## config.mk

```make
export PLATFORM = sky130hd
export DESIGN_NAME = fan_duty_from_temperature_top_flat
export DESIGN_NICKNAME = d
export VERILOG_FILES = /design/src/rtl/fdt_pkg.sv /design/src/rtl/fdt_in_if.sv /design/src/rtl/fdt_out_if.sv /design/src/rtl/fdt_ring.sv /design/src/rtl/fdt_div.sv /design/src/rtl/fdt_ctrl.sv /design/src/rtl/fan_duty_from_temperature_top.sv /design/src/flat_wrapper.sv
export SDC_FILE = /design/constraint.sdc
export NUM_CORES = 1
export LEC_CHECK = 0
export ABC_AREA = 1
export BUFFER_PORTS_ARGS = -buffer_cell sky130_fd_sc_hd__buf_2
export CAP_MARGIN = 5
export CORE_ASPECT_RATIO = 0.8
export CORE_MARGIN = 5
export CORE_UTILIZATION = 30
export CTS_BUF_LIST = sky130_fd_sc_hd__clkbuf_16
export DETAILED_ROUTE_END_ITERATION = 16
export GPL_TIMING_DRIVEN = 0
export PLACE_DENSITY = 0.43
export SLEW_MARGIN = 20
export SYNTH_ARGS = -nofsm -noshare
export SYNTH_HDL_FRONTEND = slang
export SYNTH_SLANG_ARGS = --single-unit
export TNS_END_PERCENT = 10
```

## constraint.sdc

```tcl
create_clock -name clk -period 9 [get_ports clk]
set_input_delay 0.45 -clock clk [delete_from_list [all_inputs] [get_ports clk]]
set_output_delay 0.45 -clock clk [all_outputs]
set_load 0.01 [all_outputs]
```

## src/rtl/fdt_pkg.sv

```systemverilog
`timescale 1ns / 1ps
// ----------------------------------------------------------------------------
// fdt_pkg
// Shared widths, register codes, reset values and types of the fan duty block.
// ----------------------------------------------------------------------------
package fdt_pkg;

  // averaging ring
  localparam int AVG_DEPTH = 5;
  localparam int SLOT_W    = (AVG_DEPTH > 1) ? $clog2(AVG_DEPTH) : 1;
  localparam int CNT_W     = $clog2(AVG_DEPTH + 1);

  // field widths
  localparam int SAMPLE_W = 12;
  localparam int DUTY_W   = 8;
  localparam int HYST_W   = 9;
  localparam int FAIL_W   = 4;
  localparam int SUM_W    = SAMPLE_W + $clog2(AVG_DEPTH) + 1;

  // curve arithmetic
  localparam int CALC_W     = SAMPLE_W + 2;
  localparam int DD_W       = DUTY_W + 2;
  localparam int PROD_W     = CALC_W + DD_W;
  localparam int DIVIDEND_W = PROD_W;
  localparam int DIVISOR_W  = SAMPLE_W + 1;
  localparam int DIV_CNT_W  = $clog2(DIVIDEND_W);

  // reading validity window, exclusive
  localparam logic signed [SAMPLE_W-1:0] LOW_BOUND  = -12'sd800;
  localparam logic signed [SAMPLE_W-1:0] HIGH_BOUND = 12'sd2000;
  localparam logic [FAIL_W-1:0]          FAIL_MAX   = 4'd15;

  // configuration port
  localparam int CFG_IDX_W  = 3;
  localparam int CFG_DATA_W = 12;

  localparam logic [CFG_IDX_W-1:0] CFG_MIN_TEMP    = 3'd0;
  localparam logic [CFG_IDX_W-1:0] CFG_LIMIT_TEMP  = 3'd1;
  localparam logic [CFG_IDX_W-1:0] CFG_HYSTERESIS  = 3'd2;
  localparam logic [CFG_IDX_W-1:0] CFG_MIN_DUTY    = 3'd3;
  localparam logic [CFG_IDX_W-1:0] CFG_MAX_DUTY    = 3'd4;
  localparam logic [CFG_IDX_W-1:0] CFG_DEADBAND    = 3'd5;
  localparam logic [CFG_IDX_W-1:0] CFG_ERROR_LIMIT = 3'd6;

  typedef struct packed {
    logic signed [SAMPLE_W-1:0] min_temp;
    logic signed [SAMPLE_W-1:0] limit_temp;
    logic [HYST_W-1:0]          hysteresis;
    logic [DUTY_W-1:0]          min_duty;
    logic [DUTY_W-1:0]          max_duty;
    logic [DUTY_W-1:0]          deadband;
    logic [FAIL_W-1:0]          error_limit;
  } cfg_t;

  localparam cfg_t CFG_RESET = '{
    min_temp:    12'sd320,
    limit_temp:  12'sd448,
    hysteresis:  9'd32,
    min_duty:    8'd50,
    max_duty:    8'd255,
    deadband:    8'd5,
    error_limit: 4'd5
  };

  typedef struct packed {
    logic                wr_en;
    logic [SAMPLE_W-1:0] wr_data;
    logic [SLOT_W-1:0]   rd_idx;
  } ring_req_t;

  typedef struct packed {
    logic [SAMPLE_W-1:0] rd_data;
    logic [CNT_W-1:0]    count;
  } ring_rsp_t;

  typedef struct packed {
    logic                  start;
    logic [DIVIDEND_W-1:0] dividend;
    logic [DIVISOR_W-1:0]  divisor;
  } div_req_t;

  typedef struct packed {
    logic                  done;
    logic [DIVIDEND_W-1:0] quotient;
  } div_rsp_t;

  typedef struct packed {
    logic [DUTY_W-1:0]          duty;
    logic                       duty_changed;
    logic                       sample_valid;
    logic signed [SAMPLE_W-1:0] smoothed;
    logic                       fail_safe;
    logic [FAIL_W-1:0]          failures;
  } result_t;

  typedef enum logic [3:0] {
    S_IDLE,
    S_SUM,
    S_AVG_DIV,
    S_MUL_BASE,
    S_MUL_SLOPE,
    S_CURVE,
    S_CURVE_DIV,
    S_DECIDE,
    S_FAIL,
    S_DONE
  } state_t;

endpackage

```

## src/rtl/fdt_in_if.sv

```systemverilog
`timescale 1ns / 1ps
// ----------------------------------------------------------------------------
// fdt_in_if
// Sensor reading channel: one request carries a read-ok flag and a sample.
// ----------------------------------------------------------------------------
interface fdt_in_if;
  logic                                valid;
  logic                                ready;
  logic                                read_ok;
  logic signed [fdt_pkg::SAMPLE_W-1:0] sample;

  modport source (output valid, output read_ok, output sample, input ready);
  modport sink (input valid, input read_ok, input sample, output ready);
endinterface

```

## src/rtl/fdt_out_if.sv

```systemverilog
`timescale 1ns / 1ps
// ----------------------------------------------------------------------------
// fdt_out_if
// Result channel: applied duty and status of one processed reading.
// ----------------------------------------------------------------------------
interface fdt_out_if;
  logic                                valid;
  logic                                ready;
  logic [fdt_pkg::DUTY_W-1:0]          duty;
  logic                                duty_changed;
  logic                                sample_valid;
  logic signed [fdt_pkg::SAMPLE_W-1:0] smoothed;
  logic                                fail_safe;
  logic [fdt_pkg::FAIL_W-1:0]          failures;

  modport source (output valid, output duty, output duty_changed, output sample_valid,
                  output smoothed, output fail_safe, output failures, input ready);
  modport sink (input valid, input duty, input duty_changed, input sample_valid,
                input smoothed, input fail_safe, input failures, output ready);
endinterface

```

## src/rtl/fdt_ring.sv

```systemverilog
`timescale 1ns / 1ps
// ----------------------------------------------------------------------------
// fdt_ring
// Averaging history: ring of valid readings with write slot and fill count.
// ----------------------------------------------------------------------------
module fdt_ring (
  input  logic               clk,
  input  logic               rst,
  input  fdt_pkg::ring_req_t req,
  output fdt_pkg::ring_rsp_t rsp
);

  logic [fdt_pkg::SAMPLE_W-1:0] history [fdt_pkg::AVG_DEPTH];
  logic [fdt_pkg::SLOT_W-1:0]   write_slot;
  logic                         ring_full;

  always_ff @(posedge clk) begin
    if (req.wr_en) begin
      history[write_slot] <= req.wr_data;
    end
  end

  always_ff @(posedge clk) begin
    if (rst) begin
      write_slot <= '0;
      ring_full  <= 1'b0;
    end else if (req.wr_en) begin
      if (write_slot == fdt_pkg::SLOT_W'(fdt_pkg::AVG_DEPTH - 1)) begin
        write_slot <= '0;
        ring_full  <= 1'b1;
      end else begin
        write_slot <= write_slot + 1'b1;
      end
    end
  end

  // entries filled so far, counted after the latest write
  assign rsp.count   = ring_full ? fdt_pkg::CNT_W'(fdt_pkg::AVG_DEPTH)
                                 : fdt_pkg::CNT_W'(write_slot);
  assign rsp.rd_data = history[req.rd_idx];

endmodule

```

## src/rtl/fdt_div.sv

```systemverilog
`timescale 1ns / 1ps
// ----------------------------------------------------------------------------
// fdt_div
// Shared unsigned restoring divider, one quotient bit per cycle.
// ----------------------------------------------------------------------------
module fdt_div (
  input  logic              clk,
  input  logic              rst,
  input  fdt_pkg::div_req_t req,
  output fdt_pkg::div_rsp_t rsp
);

  logic                             busy;
  logic                             done;
  logic [fdt_pkg::DIV_CNT_W-1:0]    cnt;
  logic [fdt_pkg::DIVIDEND_W-1:0]   quo;
  logic [fdt_pkg::DIVISOR_W-1:0]    rem;
  logic [fdt_pkg::DIVISOR_W-1:0]    divisor;
  logic [fdt_pkg::DIVISOR_W:0]      rem_sh;
  logic [fdt_pkg::DIVISOR_W:0]      rem_sub;
  logic                             fits;

  assign rem_sh  = {rem, quo[fdt_pkg::DIVIDEND_W-1]};
  assign fits    = rem_sh >= {1'b0, divisor};
  assign rem_sub = rem_sh - {1'b0, divisor};

  always_ff @(posedge clk) begin
    if (rst) begin
      busy <= 1'b0;
      done <= 1'b0;
    end else begin
      done <= 1'b0;
      if (req.start) begin
        busy <= 1'b1;
      end else if (busy && cnt == fdt_pkg::DIV_CNT_W'(fdt_pkg::DIVIDEND_W - 1)) begin
        busy <= 1'b0;
        done <= 1'b1;
      end
    end
  end

  always_ff @(posedge clk) begin
    if (req.start) begin
      cnt     <= '0;
      quo     <= req.dividend;
      rem     <= '0;
      divisor <= req.divisor;
    end else if (busy) begin
      cnt <= cnt + 1'b1;
      rem <= fits ? rem_sub[fdt_pkg::DIVISOR_W-1:0] : rem_sh[fdt_pkg::DIVISOR_W-1:0];
      quo <= {quo[fdt_pkg::DIVIDEND_W-2:0], fits};
    end
  end

  assign rsp.done     = done;
  assign rsp.quotient = quo;

endmodule

```

## src/rtl/fdt_ctrl.sv

```systemverilog
`timescale 1ns / 1ps
// ----------------------------------------------------------------------------
// fdt_ctrl
// Sequencer: ring sum, average, fan curve, deadband and failure handling.
// ----------------------------------------------------------------------------
module fdt_ctrl (
  input  logic                                clk,
  input  logic                                rst,
  input  fdt_pkg::cfg_t                       cfg,
  input  logic                                in_valid,
  output logic                                in_ready,
  input  logic                                in_read_ok,
  input  logic signed [fdt_pkg::SAMPLE_W-1:0] in_sample,
  output fdt_pkg::ring_req_t                  ring_req,
  input  fdt_pkg::ring_rsp_t                  ring_rsp,
  output fdt_pkg::div_req_t                   div_req,
  input  fdt_pkg::div_rsp_t                   div_rsp,
  output logic                                res_valid,
  input  logic                                res_take,
  output fdt_pkg::result_t                    res
);

  fdt_pkg::state_t state;
  fdt_pkg::state_t state_next;

  logic [fdt_pkg::SLOT_W-1:0]          idx;
  logic signed [fdt_pkg::SUM_W-1:0]    sum;
  logic signed [fdt_pkg::SUM_W-1:0]    sum_new;
  logic [fdt_pkg::SUM_W-1:0]           sum_mag;
  logic                                sum_neg;
  logic                                last_entry;
  logic                                sample_ok;
  logic [fdt_pkg::SAMPLE_W-1:0]        q_avg;

  logic signed [fdt_pkg::SAMPLE_W-1:0] smoothed;
  logic signed [fdt_pkg::PROD_W-1:0]   acc;
  logic signed [fdt_pkg::PROD_W-1:0]   prod;
  logic signed [fdt_pkg::CALC_W-1:0]   t_x;
  logic signed [fdt_pkg::CALC_W-1:0]   lo_x;
  logic signed [fdt_pkg::CALC_W-1:0]   hi_x;
  logic signed [fdt_pkg::CALC_W-1:0]   top_x;
  logic signed [fdt_pkg::CALC_W-1:0]   span;
  logic signed [fdt_pkg::CALC_W-1:0]   t_lo;
  logic signed [fdt_pkg::DD_W-1:0]     duty_span;
  logic signed [fdt_pkg::CALC_W-1:0]   mul_a;
  logic signed [fdt_pkg::DD_W-1:0]     mul_b;
  logic                                curve_div;
  logic [fdt_pkg::DUTY_W-1:0]          curve_target;
  logic [fdt_pkg::DUTY_W-1:0]          div_target;

  logic [fdt_pkg::DUTY_W-1:0]          target;
  logic [fdt_pkg::DUTY_W-1:0]          applied_duty;
  logic                                fan_running;
  logic [fdt_pkg::FAIL_W-1:0]          fail_count;
  logic [fdt_pkg::FAIL_W-1:0]          fail_inc;
  logic                                fail_trip;
  logic signed [fdt_pkg::DUTY_W:0]     duty_diff;
  logic [fdt_pkg::DUTY_W:0]            duty_adiff;
  logic                                apply_new;

  logic                                changed;
  logic                                safe;
  logic                                sval;

  // ---- reading and ring sum
  assign sample_ok  = in_read_ok && (in_sample > fdt_pkg::LOW_BOUND)
                      && (in_sample < fdt_pkg::HIGH_BOUND);
  assign sum_new    = sum + fdt_pkg::SUM_W'(signed'(ring_rsp.rd_data));
  assign sum_mag    = sum_new[fdt_pkg::SUM_W-1] ? -sum_new : sum_new;
  assign last_entry = fdt_pkg::CNT_W'(idx) == (ring_rsp.count - 1'b1);
  assign q_avg      = div_rsp.quotient[fdt_pkg::SAMPLE_W-1:0];

  // ---- curve terms
  assign t_x       = fdt_pkg::CALC_W'(smoothed);
  assign lo_x      = fdt_pkg::CALC_W'(cfg.min_temp);
  assign hi_x      = fdt_pkg::CALC_W'(cfg.limit_temp);
  assign top_x     = hi_x + signed'(fdt_pkg::CALC_W'(cfg.hysteresis));
  assign span      = hi_x - lo_x;
  assign t_lo      = t_x - lo_x;
  assign duty_span = signed'({2'b00, cfg.max_duty}) - signed'({2'b00, cfg.min_duty});

  // one multiplier: min_duty * span first, then (t - lo) * (max - min)
  assign mul_a = (state == fdt_pkg::S_MUL_BASE) ? span : t_lo;
  assign mul_b = (state == fdt_pkg::S_MUL_BASE) ? signed'({2'b00, cfg.min_duty}) : duty_span;
  assign prod  = fdt_pkg::PROD_W'(mul_a) * fdt_pkg::PROD_W'(mul_b);

  always_comb begin
    curve_div    = 1'b0;
    curve_target = '0;
    priority if (t_x < lo_x) begin
      curve_target = '0;
    end else if (t_x >= top_x || (t_x > hi_x && fan_running)) begin
      curve_target = cfg.max_duty;
    end else if (span[fdt_pkg::CALC_W-1] || span == '0) begin
      curve_target = cfg.max_duty;
    end else if (acc[fdt_pkg::PROD_W-1]) begin
      // negative numerator truncates to zero or below
      curve_target = '0;
    end else begin
      curve_div = 1'b1;
    end
  end

  assign div_target = (div_rsp.quotient > fdt_pkg::DIVIDEND_W'(cfg.max_duty))
                      ? cfg.max_duty : div_rsp.quotient[fdt_pkg::DUTY_W-1:0];

  // ---- deadband and failure counting
  assign duty_diff  = signed'({1'b0, target}) - signed'({1'b0, applied_duty});
  assign duty_adiff = duty_diff[fdt_pkg::DUTY_W] ? -duty_diff : duty_diff;
  assign apply_new  = (duty_adiff > {1'b0, cfg.deadband})
                      || (target == '0 && applied_duty != '0)
                      || (target != '0 && applied_duty == '0);
  assign fail_inc   = (fail_count == fdt_pkg::FAIL_MAX) ? fail_count : fail_count + 1'b1;
  assign fail_trip  = fail_inc >= cfg.error_limit;

  // ---- sequencer
  always_ff @(posedge clk) begin
    if (rst) begin
      state <= fdt_pkg::S_IDLE;
    end else begin
      state <= state_next;
    end
  end

  always_comb begin
    state_next       = state;
    in_ready         = 1'b0;
    res_valid        = 1'b0;
    ring_req.wr_en   = 1'b0;
    ring_req.wr_data = in_sample;
    ring_req.rd_idx  = idx;
    div_req.start    = 1'b0;
    div_req.dividend = fdt_pkg::DIVIDEND_W'(sum_mag);
    div_req.divisor  = fdt_pkg::DIVISOR_W'(ring_rsp.count);
    unique case (state)
      fdt_pkg::S_IDLE: begin
        in_ready = 1'b1;
        if (in_valid) begin
          ring_req.wr_en = sample_ok;
          state_next     = sample_ok ? fdt_pkg::S_SUM : fdt_pkg::S_FAIL;
        end
      end
      fdt_pkg::S_SUM: begin
        if (last_entry) begin
          div_req.start = 1'b1;
          state_next    = fdt_pkg::S_AVG_DIV;
        end
      end
      fdt_pkg::S_AVG_DIV: begin
        if (div_rsp.done) begin
          state_next = fdt_pkg::S_MUL_BASE;
        end
      end
      fdt_pkg::S_MUL_BASE: begin
        state_next = fdt_pkg::S_MUL_SLOPE;
      end
      fdt_pkg::S_MUL_SLOPE: begin
        state_next = fdt_pkg::S_CURVE;
      end
      fdt_pkg::S_CURVE: begin
        div_req.dividend = fdt_pkg::DIVIDEND_W'(acc);
        div_req.divisor  = fdt_pkg::DIVISOR_W'(span);
        if (curve_div) begin
          div_req.start = 1'b1;
          state_next    = fdt_pkg::S_CURVE_DIV;
        end else begin
          state_next = fdt_pkg::S_DECIDE;
        end
      end
      fdt_pkg::S_CURVE_DIV: begin
        if (div_rsp.done) begin
          state_next = fdt_pkg::S_DECIDE;
        end
      end
      fdt_pkg::S_DECIDE: begin
        state_next = fdt_pkg::S_DONE;
      end
      fdt_pkg::S_FAIL: begin
        state_next = fdt_pkg::S_DONE;
      end
      fdt_pkg::S_DONE: begin
        res_valid = 1'b1;
        if (res_take) begin
          state_next = fdt_pkg::S_IDLE;
        end
      end
      default: begin
        state_next = fdt_pkg::S_IDLE;
      end
    endcase
  end

  // ---- persistent fan state
  always_ff @(posedge clk) begin
    if (rst) begin
      applied_duty <= '0;
      fan_running  <= 1'b0;
      fail_count   <= '0;
    end else if (state == fdt_pkg::S_FAIL) begin
      fail_count <= fail_inc;
      if (fail_trip) begin
        applied_duty <= cfg.max_duty;
        fan_running  <= 1'b1;
      end
    end else if (state == fdt_pkg::S_DECIDE) begin
      fail_count <= '0;
      if (apply_new) begin
        applied_duty <= target;
        fan_running  <= target != '0;
      end
    end
  end

  // ---- working registers
  always_ff @(posedge clk) begin
    unique case (state)
      fdt_pkg::S_IDLE: begin
        idx <= '0;
        sum <= '0;
      end
      fdt_pkg::S_SUM: begin
        idx     <= idx + 1'b1;
        sum     <= sum_new;
        sum_neg <= sum_new[fdt_pkg::SUM_W-1];
      end
      fdt_pkg::S_AVG_DIV: begin
        if (div_rsp.done) begin
          smoothed <= sum_neg ? -q_avg : q_avg;
        end
      end
      fdt_pkg::S_MUL_BASE: begin
        acc <= prod;
      end
      fdt_pkg::S_MUL_SLOPE: begin
        acc <= acc + prod;
      end
      fdt_pkg::S_CURVE: begin
        target <= curve_target;
      end
      fdt_pkg::S_CURVE_DIV: begin
        if (div_rsp.done) begin
          target <= div_target;
        end
      end
      fdt_pkg::S_DECIDE: begin
        changed <= apply_new;
        safe    <= 1'b0;
        sval    <= 1'b1;
      end
      fdt_pkg::S_FAIL: begin
        smoothed <= '0;
        changed  <= fail_trip;
        safe     <= fail_trip;
        sval     <= 1'b0;
      end
      default: begin
      end
    endcase
  end

  assign res.duty         = applied_duty;
  assign res.duty_changed = changed;
  assign res.sample_valid = sval;
  assign res.smoothed     = smoothed;
  assign res.fail_safe    = safe;
  assign res.failures     = fail_count;

endmodule

```

## src/rtl/fan_duty_from_temperature_top.sv

```systemverilog
`timescale 1ns / 1ps
// ----------------------------------------------------------------------------
// fan_duty_from_temperature_top
// Fan duty from smoothed temperature with hysteresis, deadband and fail-safe.
// ----------------------------------------------------------------------------
// in_ch takes one sensor request (read_ok, sample) at a time; out_ch returns
// exactly one result per request through an output register, so a result may
// wait on the receiver while the next request is already taken.
// Configuration is written through cfg_wr_en / cfg_index / cfg_data. The
// user must write it only while the block is idle; the block does not
// enforce this. A write to an index beyond the register list is ignored.
// A good reading with n filled ring entries (1 to 5) is summed, divided by n
// in the shared restoring divider (24 quotient bits at one bit per cycle),
// passes the two curve multiply steps and, only where the curve needs it, is
// divided again for the slope; a failed reading goes straight to a result.
// A request is taken only between items, so one item is in work at a time;
// the next request can be taken the cycle after a result leaves the
// sequencer. If the receiver stalls, the result holds in the output register
// and a second finished result waits in the sequencer until it drains.
// Reset (rst, synchronous) restores the register defaults, empties the ring
// and clears applied duty, fan state and the failure count.
// ----------------------------------------------------------------------------
module fan_duty_from_temperature_top (
  input  logic                              clk,
  input  logic                              rst,
  fdt_in_if.sink                            in_ch,
  fdt_out_if.source                         out_ch,
  input  logic                              cfg_wr_en,
  input  logic [fdt_pkg::CFG_IDX_W-1:0]     cfg_index,
  input  logic [fdt_pkg::CFG_DATA_W-1:0]    cfg_data
);

  fdt_pkg::cfg_t      cfg;
  fdt_pkg::ring_req_t ring_req;
  fdt_pkg::ring_rsp_t ring_rsp;
  fdt_pkg::div_req_t  div_req;
  fdt_pkg::div_rsp_t  div_rsp;
  fdt_pkg::result_t   res;
  logic               res_valid;
  logic               res_take;

  // ---- register file
  always_ff @(posedge clk) begin
    if (rst) begin
      cfg <= fdt_pkg::CFG_RESET;
    end else if (cfg_wr_en) begin
      unique case (cfg_index)
        fdt_pkg::CFG_MIN_TEMP:    cfg.min_temp    <= signed'(cfg_data[fdt_pkg::SAMPLE_W-1:0]);
        fdt_pkg::CFG_LIMIT_TEMP:  cfg.limit_temp  <= signed'(cfg_data[fdt_pkg::SAMPLE_W-1:0]);
        fdt_pkg::CFG_HYSTERESIS:  cfg.hysteresis  <= cfg_data[fdt_pkg::HYST_W-1:0];
        fdt_pkg::CFG_MIN_DUTY:    cfg.min_duty    <= cfg_data[fdt_pkg::DUTY_W-1:0];
        fdt_pkg::CFG_MAX_DUTY:    cfg.max_duty    <= cfg_data[fdt_pkg::DUTY_W-1:0];
        fdt_pkg::CFG_DEADBAND:    cfg.deadband    <= cfg_data[fdt_pkg::DUTY_W-1:0];
        fdt_pkg::CFG_ERROR_LIMIT: cfg.error_limit <= cfg_data[fdt_pkg::FAIL_W-1:0];
        default: begin
        end
      endcase
    end
  end

  fdt_ring u_ring (
    .clk (clk),
    .rst (rst),
    .req (ring_req),
    .rsp (ring_rsp)
  );

  fdt_div u_div (
    .clk (clk),
    .rst (rst),
    .req (div_req),
    .rsp (div_rsp)
  );

  fdt_ctrl u_ctrl (
    .clk        (clk),
    .rst        (rst),
    .cfg        (cfg),
    .in_valid   (in_ch.valid),
    .in_ready   (in_ch.ready),
    .in_read_ok (in_ch.read_ok),
    .in_sample  (in_ch.sample),
    .ring_req   (ring_req),
    .ring_rsp   (ring_rsp),
    .div_req    (div_req),
    .div_rsp    (div_rsp),
    .res_valid  (res_valid),
    .res_take   (res_take),
    .res        (res)
  );

  // ---- output register
  assign res_take = res_valid && (!out_ch.valid || out_ch.ready);

  always_ff @(posedge clk) begin
    if (rst) begin
      out_ch.valid <= 1'b0;
    end else if (res_take) begin
      out_ch.valid <= 1'b1;
    end else if (out_ch.ready) begin
      out_ch.valid <= 1'b0;
    end
  end

  always_ff @(posedge clk) begin
    if (res_take) begin
      out_ch.duty         <= res.duty;
      out_ch.duty_changed <= res.duty_changed;
      out_ch.sample_valid <= res.sample_valid;
      out_ch.smoothed     <= res.smoothed;
      out_ch.fail_safe    <= res.fail_safe;
      out_ch.failures     <= res.failures;
    end
  end

endmodule
```

## src/flat_wrapper.sv

```systemverilog
// flat-port wrapper written by rule: the top's interface ports become plain ports
module fan_duty_from_temperature_top_flat 
  (clk, rst, cfg_wr_en, cfg_index, cfg_data, in_ch_valid, in_ch_read_ok, in_ch_sample, in_ch_ready, out_ch_valid, out_ch_duty, out_ch_duty_changed, out_ch_sample_valid, out_ch_smoothed, out_ch_fail_safe, out_ch_failures, out_ch_ready);
  fdt_in_if in_ch_i ();
  fdt_out_if out_ch_i ();
  input  logic clk;
  input  logic rst;
  input  logic cfg_wr_en;
  input  logic [fdt_pkg::CFG_IDX_W-1:0] cfg_index;
  input  logic [fdt_pkg::CFG_DATA_W-1:0] cfg_data;
  input wire logic [$bits(in_ch_i.valid)-1:0] in_ch_valid;
  input wire logic [$bits(in_ch_i.read_ok)-1:0] in_ch_read_ok;
  input wire logic [$bits(in_ch_i.sample)-1:0] in_ch_sample;
  output wire logic [$bits(in_ch_i.ready)-1:0] in_ch_ready;
  output wire logic [$bits(out_ch_i.valid)-1:0] out_ch_valid;
  output wire logic [$bits(out_ch_i.duty)-1:0] out_ch_duty;
  output wire logic [$bits(out_ch_i.duty_changed)-1:0] out_ch_duty_changed;
  output wire logic [$bits(out_ch_i.sample_valid)-1:0] out_ch_sample_valid;
  output wire logic [$bits(out_ch_i.smoothed)-1:0] out_ch_smoothed;
  output wire logic [$bits(out_ch_i.fail_safe)-1:0] out_ch_fail_safe;
  output wire logic [$bits(out_ch_i.failures)-1:0] out_ch_failures;
  input wire logic [$bits(out_ch_i.ready)-1:0] out_ch_ready;
  assign in_ch_i.valid = in_ch_valid;
  assign in_ch_i.read_ok = in_ch_read_ok;
  assign in_ch_i.sample = in_ch_sample;
  assign in_ch_ready = in_ch_i.ready;
  assign out_ch_valid = out_ch_i.valid;
  assign out_ch_duty = out_ch_i.duty;
  assign out_ch_duty_changed = out_ch_i.duty_changed;
  assign out_ch_sample_valid = out_ch_i.sample_valid;
  assign out_ch_smoothed = out_ch_i.smoothed;
  assign out_ch_fail_safe = out_ch_i.fail_safe;
  assign out_ch_failures = out_ch_i.failures;
  assign out_ch_i.ready = out_ch_ready;
  fan_duty_from_temperature_top u_core (.clk(clk), .rst(rst), .in_ch(in_ch_i), .out_ch(out_ch_i), .cfg_wr_en(cfg_wr_en), .cfg_index(cfg_index), .cfg_data(cfg_data));
endmodule
```

==> flow_summary_export.csv <==
group,metric,value,unit
sta,fin_crit,8.61,ns
detailed_routing,drtIter0Drc,1366,
clock_tree,cts_max_level,2,
clock_tree,clockBufferDepth,3,
yosys,synth.top_cell.area_share,23.8,%
placed_design,gp_congestion,0.895,
detailed_routing,routed_wl,75.8,mm
global_routing,grt_use_total,17.1,%
cells_and_area,drive_gt1_share,9.10,%
worst_hold_path,worst_hold_path_type,"primary input to flop",
clock_tree,cts_root_buffer,"clkbuf_16",
yosys,seq_area_frac_synth,32.5,%
job,cap_violations,0,
critical_path,r2r_cells,40,
floorplan,die_h,264,um
worst_hold_path,worstHoldEndpoint,"u_core.cfg[57]",
cells_and_area,nNetsFinal,3585,
yosys,synth_area,24100,sq um
yosys,yosys_warnings,0,
critical_path,reg2reg_slack,0.39,ns
cells_and_area,antenna_cells,0,
critical_path,cp_slowest_stage_delay,0.54,ns
floorplan,core-area,80200,sq um
global_routing,grt-ovfl-total,0,
sta,slew_viol_final,0,
floorplan,die_x,327,um
clock_tree,cts_tree,"yes",
global_routing,grt_first_pass_wirelength,117,mm
worst_hold_path,hp-start,"cfg_data[8]",
cells_and_area,fin_cells,4288,
detailed_routing,vias_per_cell,4.85,
sta,final.setup.tns,0,ns
floorplan,fp.dieArea,86300,sq um
sta,hold_viol_final,0,
placed_design,numPortBuffers,61,
sta,final-setup-viol-count,0,
global_routing,grt_pass1_vias,19750,
cells_and_area,area_delta_synth_final,14.6,%
critical_path,critPathSlowestCell,"fa_1",
run_status,status,"complete, no violations",
clock_tree,clock_sinks,297,
critical_path,worstReg2RegStart,"u_core.cfg[12]",
floorplan,ioPinCount,62,
detailed_routing,drcViolationCount,0,
detailed_routing,dr.pass1.iters,8,
floorplan,initial_utilization,30.1,%
placed_design,dp_hpwl,61.7,mm
yosys,avgSynthCellArea,7.84,sq um
floorplan,rows,93,
yosys,synth.distinct_cells,45,
sta,fmax,0.116,GHz
yosys,synth_area_leaders,"edfxtp_1, ha_1, fa_1",
clock_tree,clkSlewWorstSetupHoldPaths,0.06,ns
yosys,syn_inst,3079,
yosys,synth_nets,3451,
clock_tree,clk_latency,0.56,ns
critical_path,critPathLaunchType,"flop",
detailed_routing,ant_nets,0,
clock_tree,numCtsBuffers,38,
cells_and_area,fillerInstances,8444,
detailed_routing,wl_per_cell,17.7,um
sta,grt_setup_unrepaired,"true",
global_routing,grt_max_degree,25,
cells_and_area,multi_input_area,14500,sq um
yosys,ys_ff_latch,297,
critical_path,crit_arrival,8.92,ns
critical_path,cp-end-kind,"flop",
critical_path,cp.required,9.31,ns
placed_design,place_inst,4198,
sta,worstMarginPinSlew,1.14,ns
sta,period_share,95.6,%
sta,slew_headroom,24.1,%
yosys,yosysTopAreaCell,"edfxtp_1",
critical_path,cp_max_fo,10,
critical_path,rr_endpoint,"u_core.u_ctrl.acc[22]",
global_routing,antenna_found_initial,4,
detailed_routing,vias,20783,
worst_hold_path,whs_path_depth,3,
clock_tree,hold_buffers,0,
sta,skew,0.0187,ns
cells_and_area,final-seq-area,7860,sq um
critical_path,critPathKind,"flop to flop",
==> critical path, delay by kind of cell, from the launching register on <==
family / cells / cell delay, ns
buffers and inverters: 5 / 0.45
DFF: 1 / 0.36
adders and majority gates: 9 / 3.71
and+or+nand+nor: 15 / 2.03
AOI/OAI and AO/OA: 11 / 1.82
==> routing by layer <==
layer | part of all wire [%] | track usage (%)
met5 | 0 | 0
met2 | 42 | 25.0
met4 | 1.3 | 2.86
met3 | 5.2 | 2.81
met1 | 52 | 26.8
==> worst max path at each step <==
stage	start	endpoint	slack [ns]	depth (start not counted)
2_1_floorplan	u_core.u_ctrl.smoothed[3]	u_core.u_ctrl.acc[22]	0.99	44
3_3_place_gp	u_core.cfg[12]	u_core.u_ctrl.acc[22]	-1.24	45
3_5_place_dp	u_core.u_ctrl.smoothed[0]	u_core.u_ctrl.acc[22]	-0.94	45
4_1_cts	u_core.cfg[12]	u_core.u_ctrl.acc[22]	-0.008	46
5_1_grt	u_core.u_ctrl.smoothed[0]	u_core.u_ctrl.acc[23]	-0.05	35
6_report	u_core.cfg[12]	u_core.u_ctrl.acc[22]	0.39	40
==> Yosys cell counts, drive strengths merged <==
master    n
nand2   664
inv     492
nor2    340
o21ai   223
ha      211
a21oi   193
edfxtp  191
nand3   145
fa      128
dfxtp   106
xor2     57
clkbuf   51
nand4    46
xnor2    41
nor3     36
o211ai   27
or2      24
a31oi    22
a21o     20
buf      14
nand3b   12
nor4     10
o21bai    7
and2      5
clkinv    4
a221oi    2
and3      2
o31ai     2
a211oi    1
o22ai     1
o41ai     1
or4       1
==> registers in the layout, indices dropped and copies added (netlist names), 8 cells and up, named ones only <==
name	cells
u_core.u_ctrl.smoothed	12
u_core.cfg	61
u_core.out_ch.smoothed	12
u_core.u_div.rem	13
u_core.u_ctrl.target	8
u_core.u_div.quo	24
u_core.u_div.divisor	13
u_core.out_ch.duty	8
u_core.u_ctrl.acc	24
u_core.u_ctrl.sum	16
u_core.u_ring.history	60
u_core.u_ctrl.applied_duty	8
==> per-stage QoR <==
stage                     hold WS, ns  worst slack [ns]  instance area, sq um  util [%]
after floorplan                 0.400             0.988                 24100         -
after global placement          0.409             -1.24                 25800      32.1
after detailed placement        0.406            -0.940                 25900      32.3
after CTS                       0.126          -0.00787                 27300      34.1
after global routing            0.139           -0.0542                 27700      34.5
final                           0.157             0.392                 27700      34.5
==> cells in the final DEF (no fill, tap or decap), types with 43 or more instances in the layout <==
| cell | count |
|---|---|
| nand2_1 | 650 |
| inv_1 | 489 |
| nor2_1 | 329 |
| ha_1 | 203 |
| o21ai_0 | 195 |
| edfxtp_1 | 191 |
| a21oi_1 | 185 |
| nand3_1 | 138 |
| fa_1 | 124 |
| dfxtp_1 | 104 |
| buf_2 | 67 |
| xor2_1 | 56 |
| nand4_1 | 45 |
| clkbuf_1 | 43 |
==> cell type report <==
cell class	instances	share of cell area, %
Multi-Input combinational cell	2221	52.5
Clock inverter	31	0.891
Buffer	65	1.17
Inverter	496	6.75
Timing Repair Buffer	94	2.08
Tap cell	1045	4.72
Sequential cell	297	28.4
Clock buffer	39	3.53
==> kinds of logic after synthesis <==
logic type / synth area share (%)
AO/OA/AOI/OAI: 11.1
XOR/XNOR: 3.56
adder cells (fa/ha/maj): 21.5
buffers and inverters: 8.95
flip-flops: 32.5
AND/OR/NAND/NOR: 22.3
==> timing repair <==
item	CTS	global route
gates resized for setup	59	72
pin swaps	0	9
buffers inserted	4	16
gates cloned	0	0
setup endpoints to repair	6	6
Power is not shown: default switching activity piles up to over one toggle a cycle in this logic, so the estimate is an artifact.
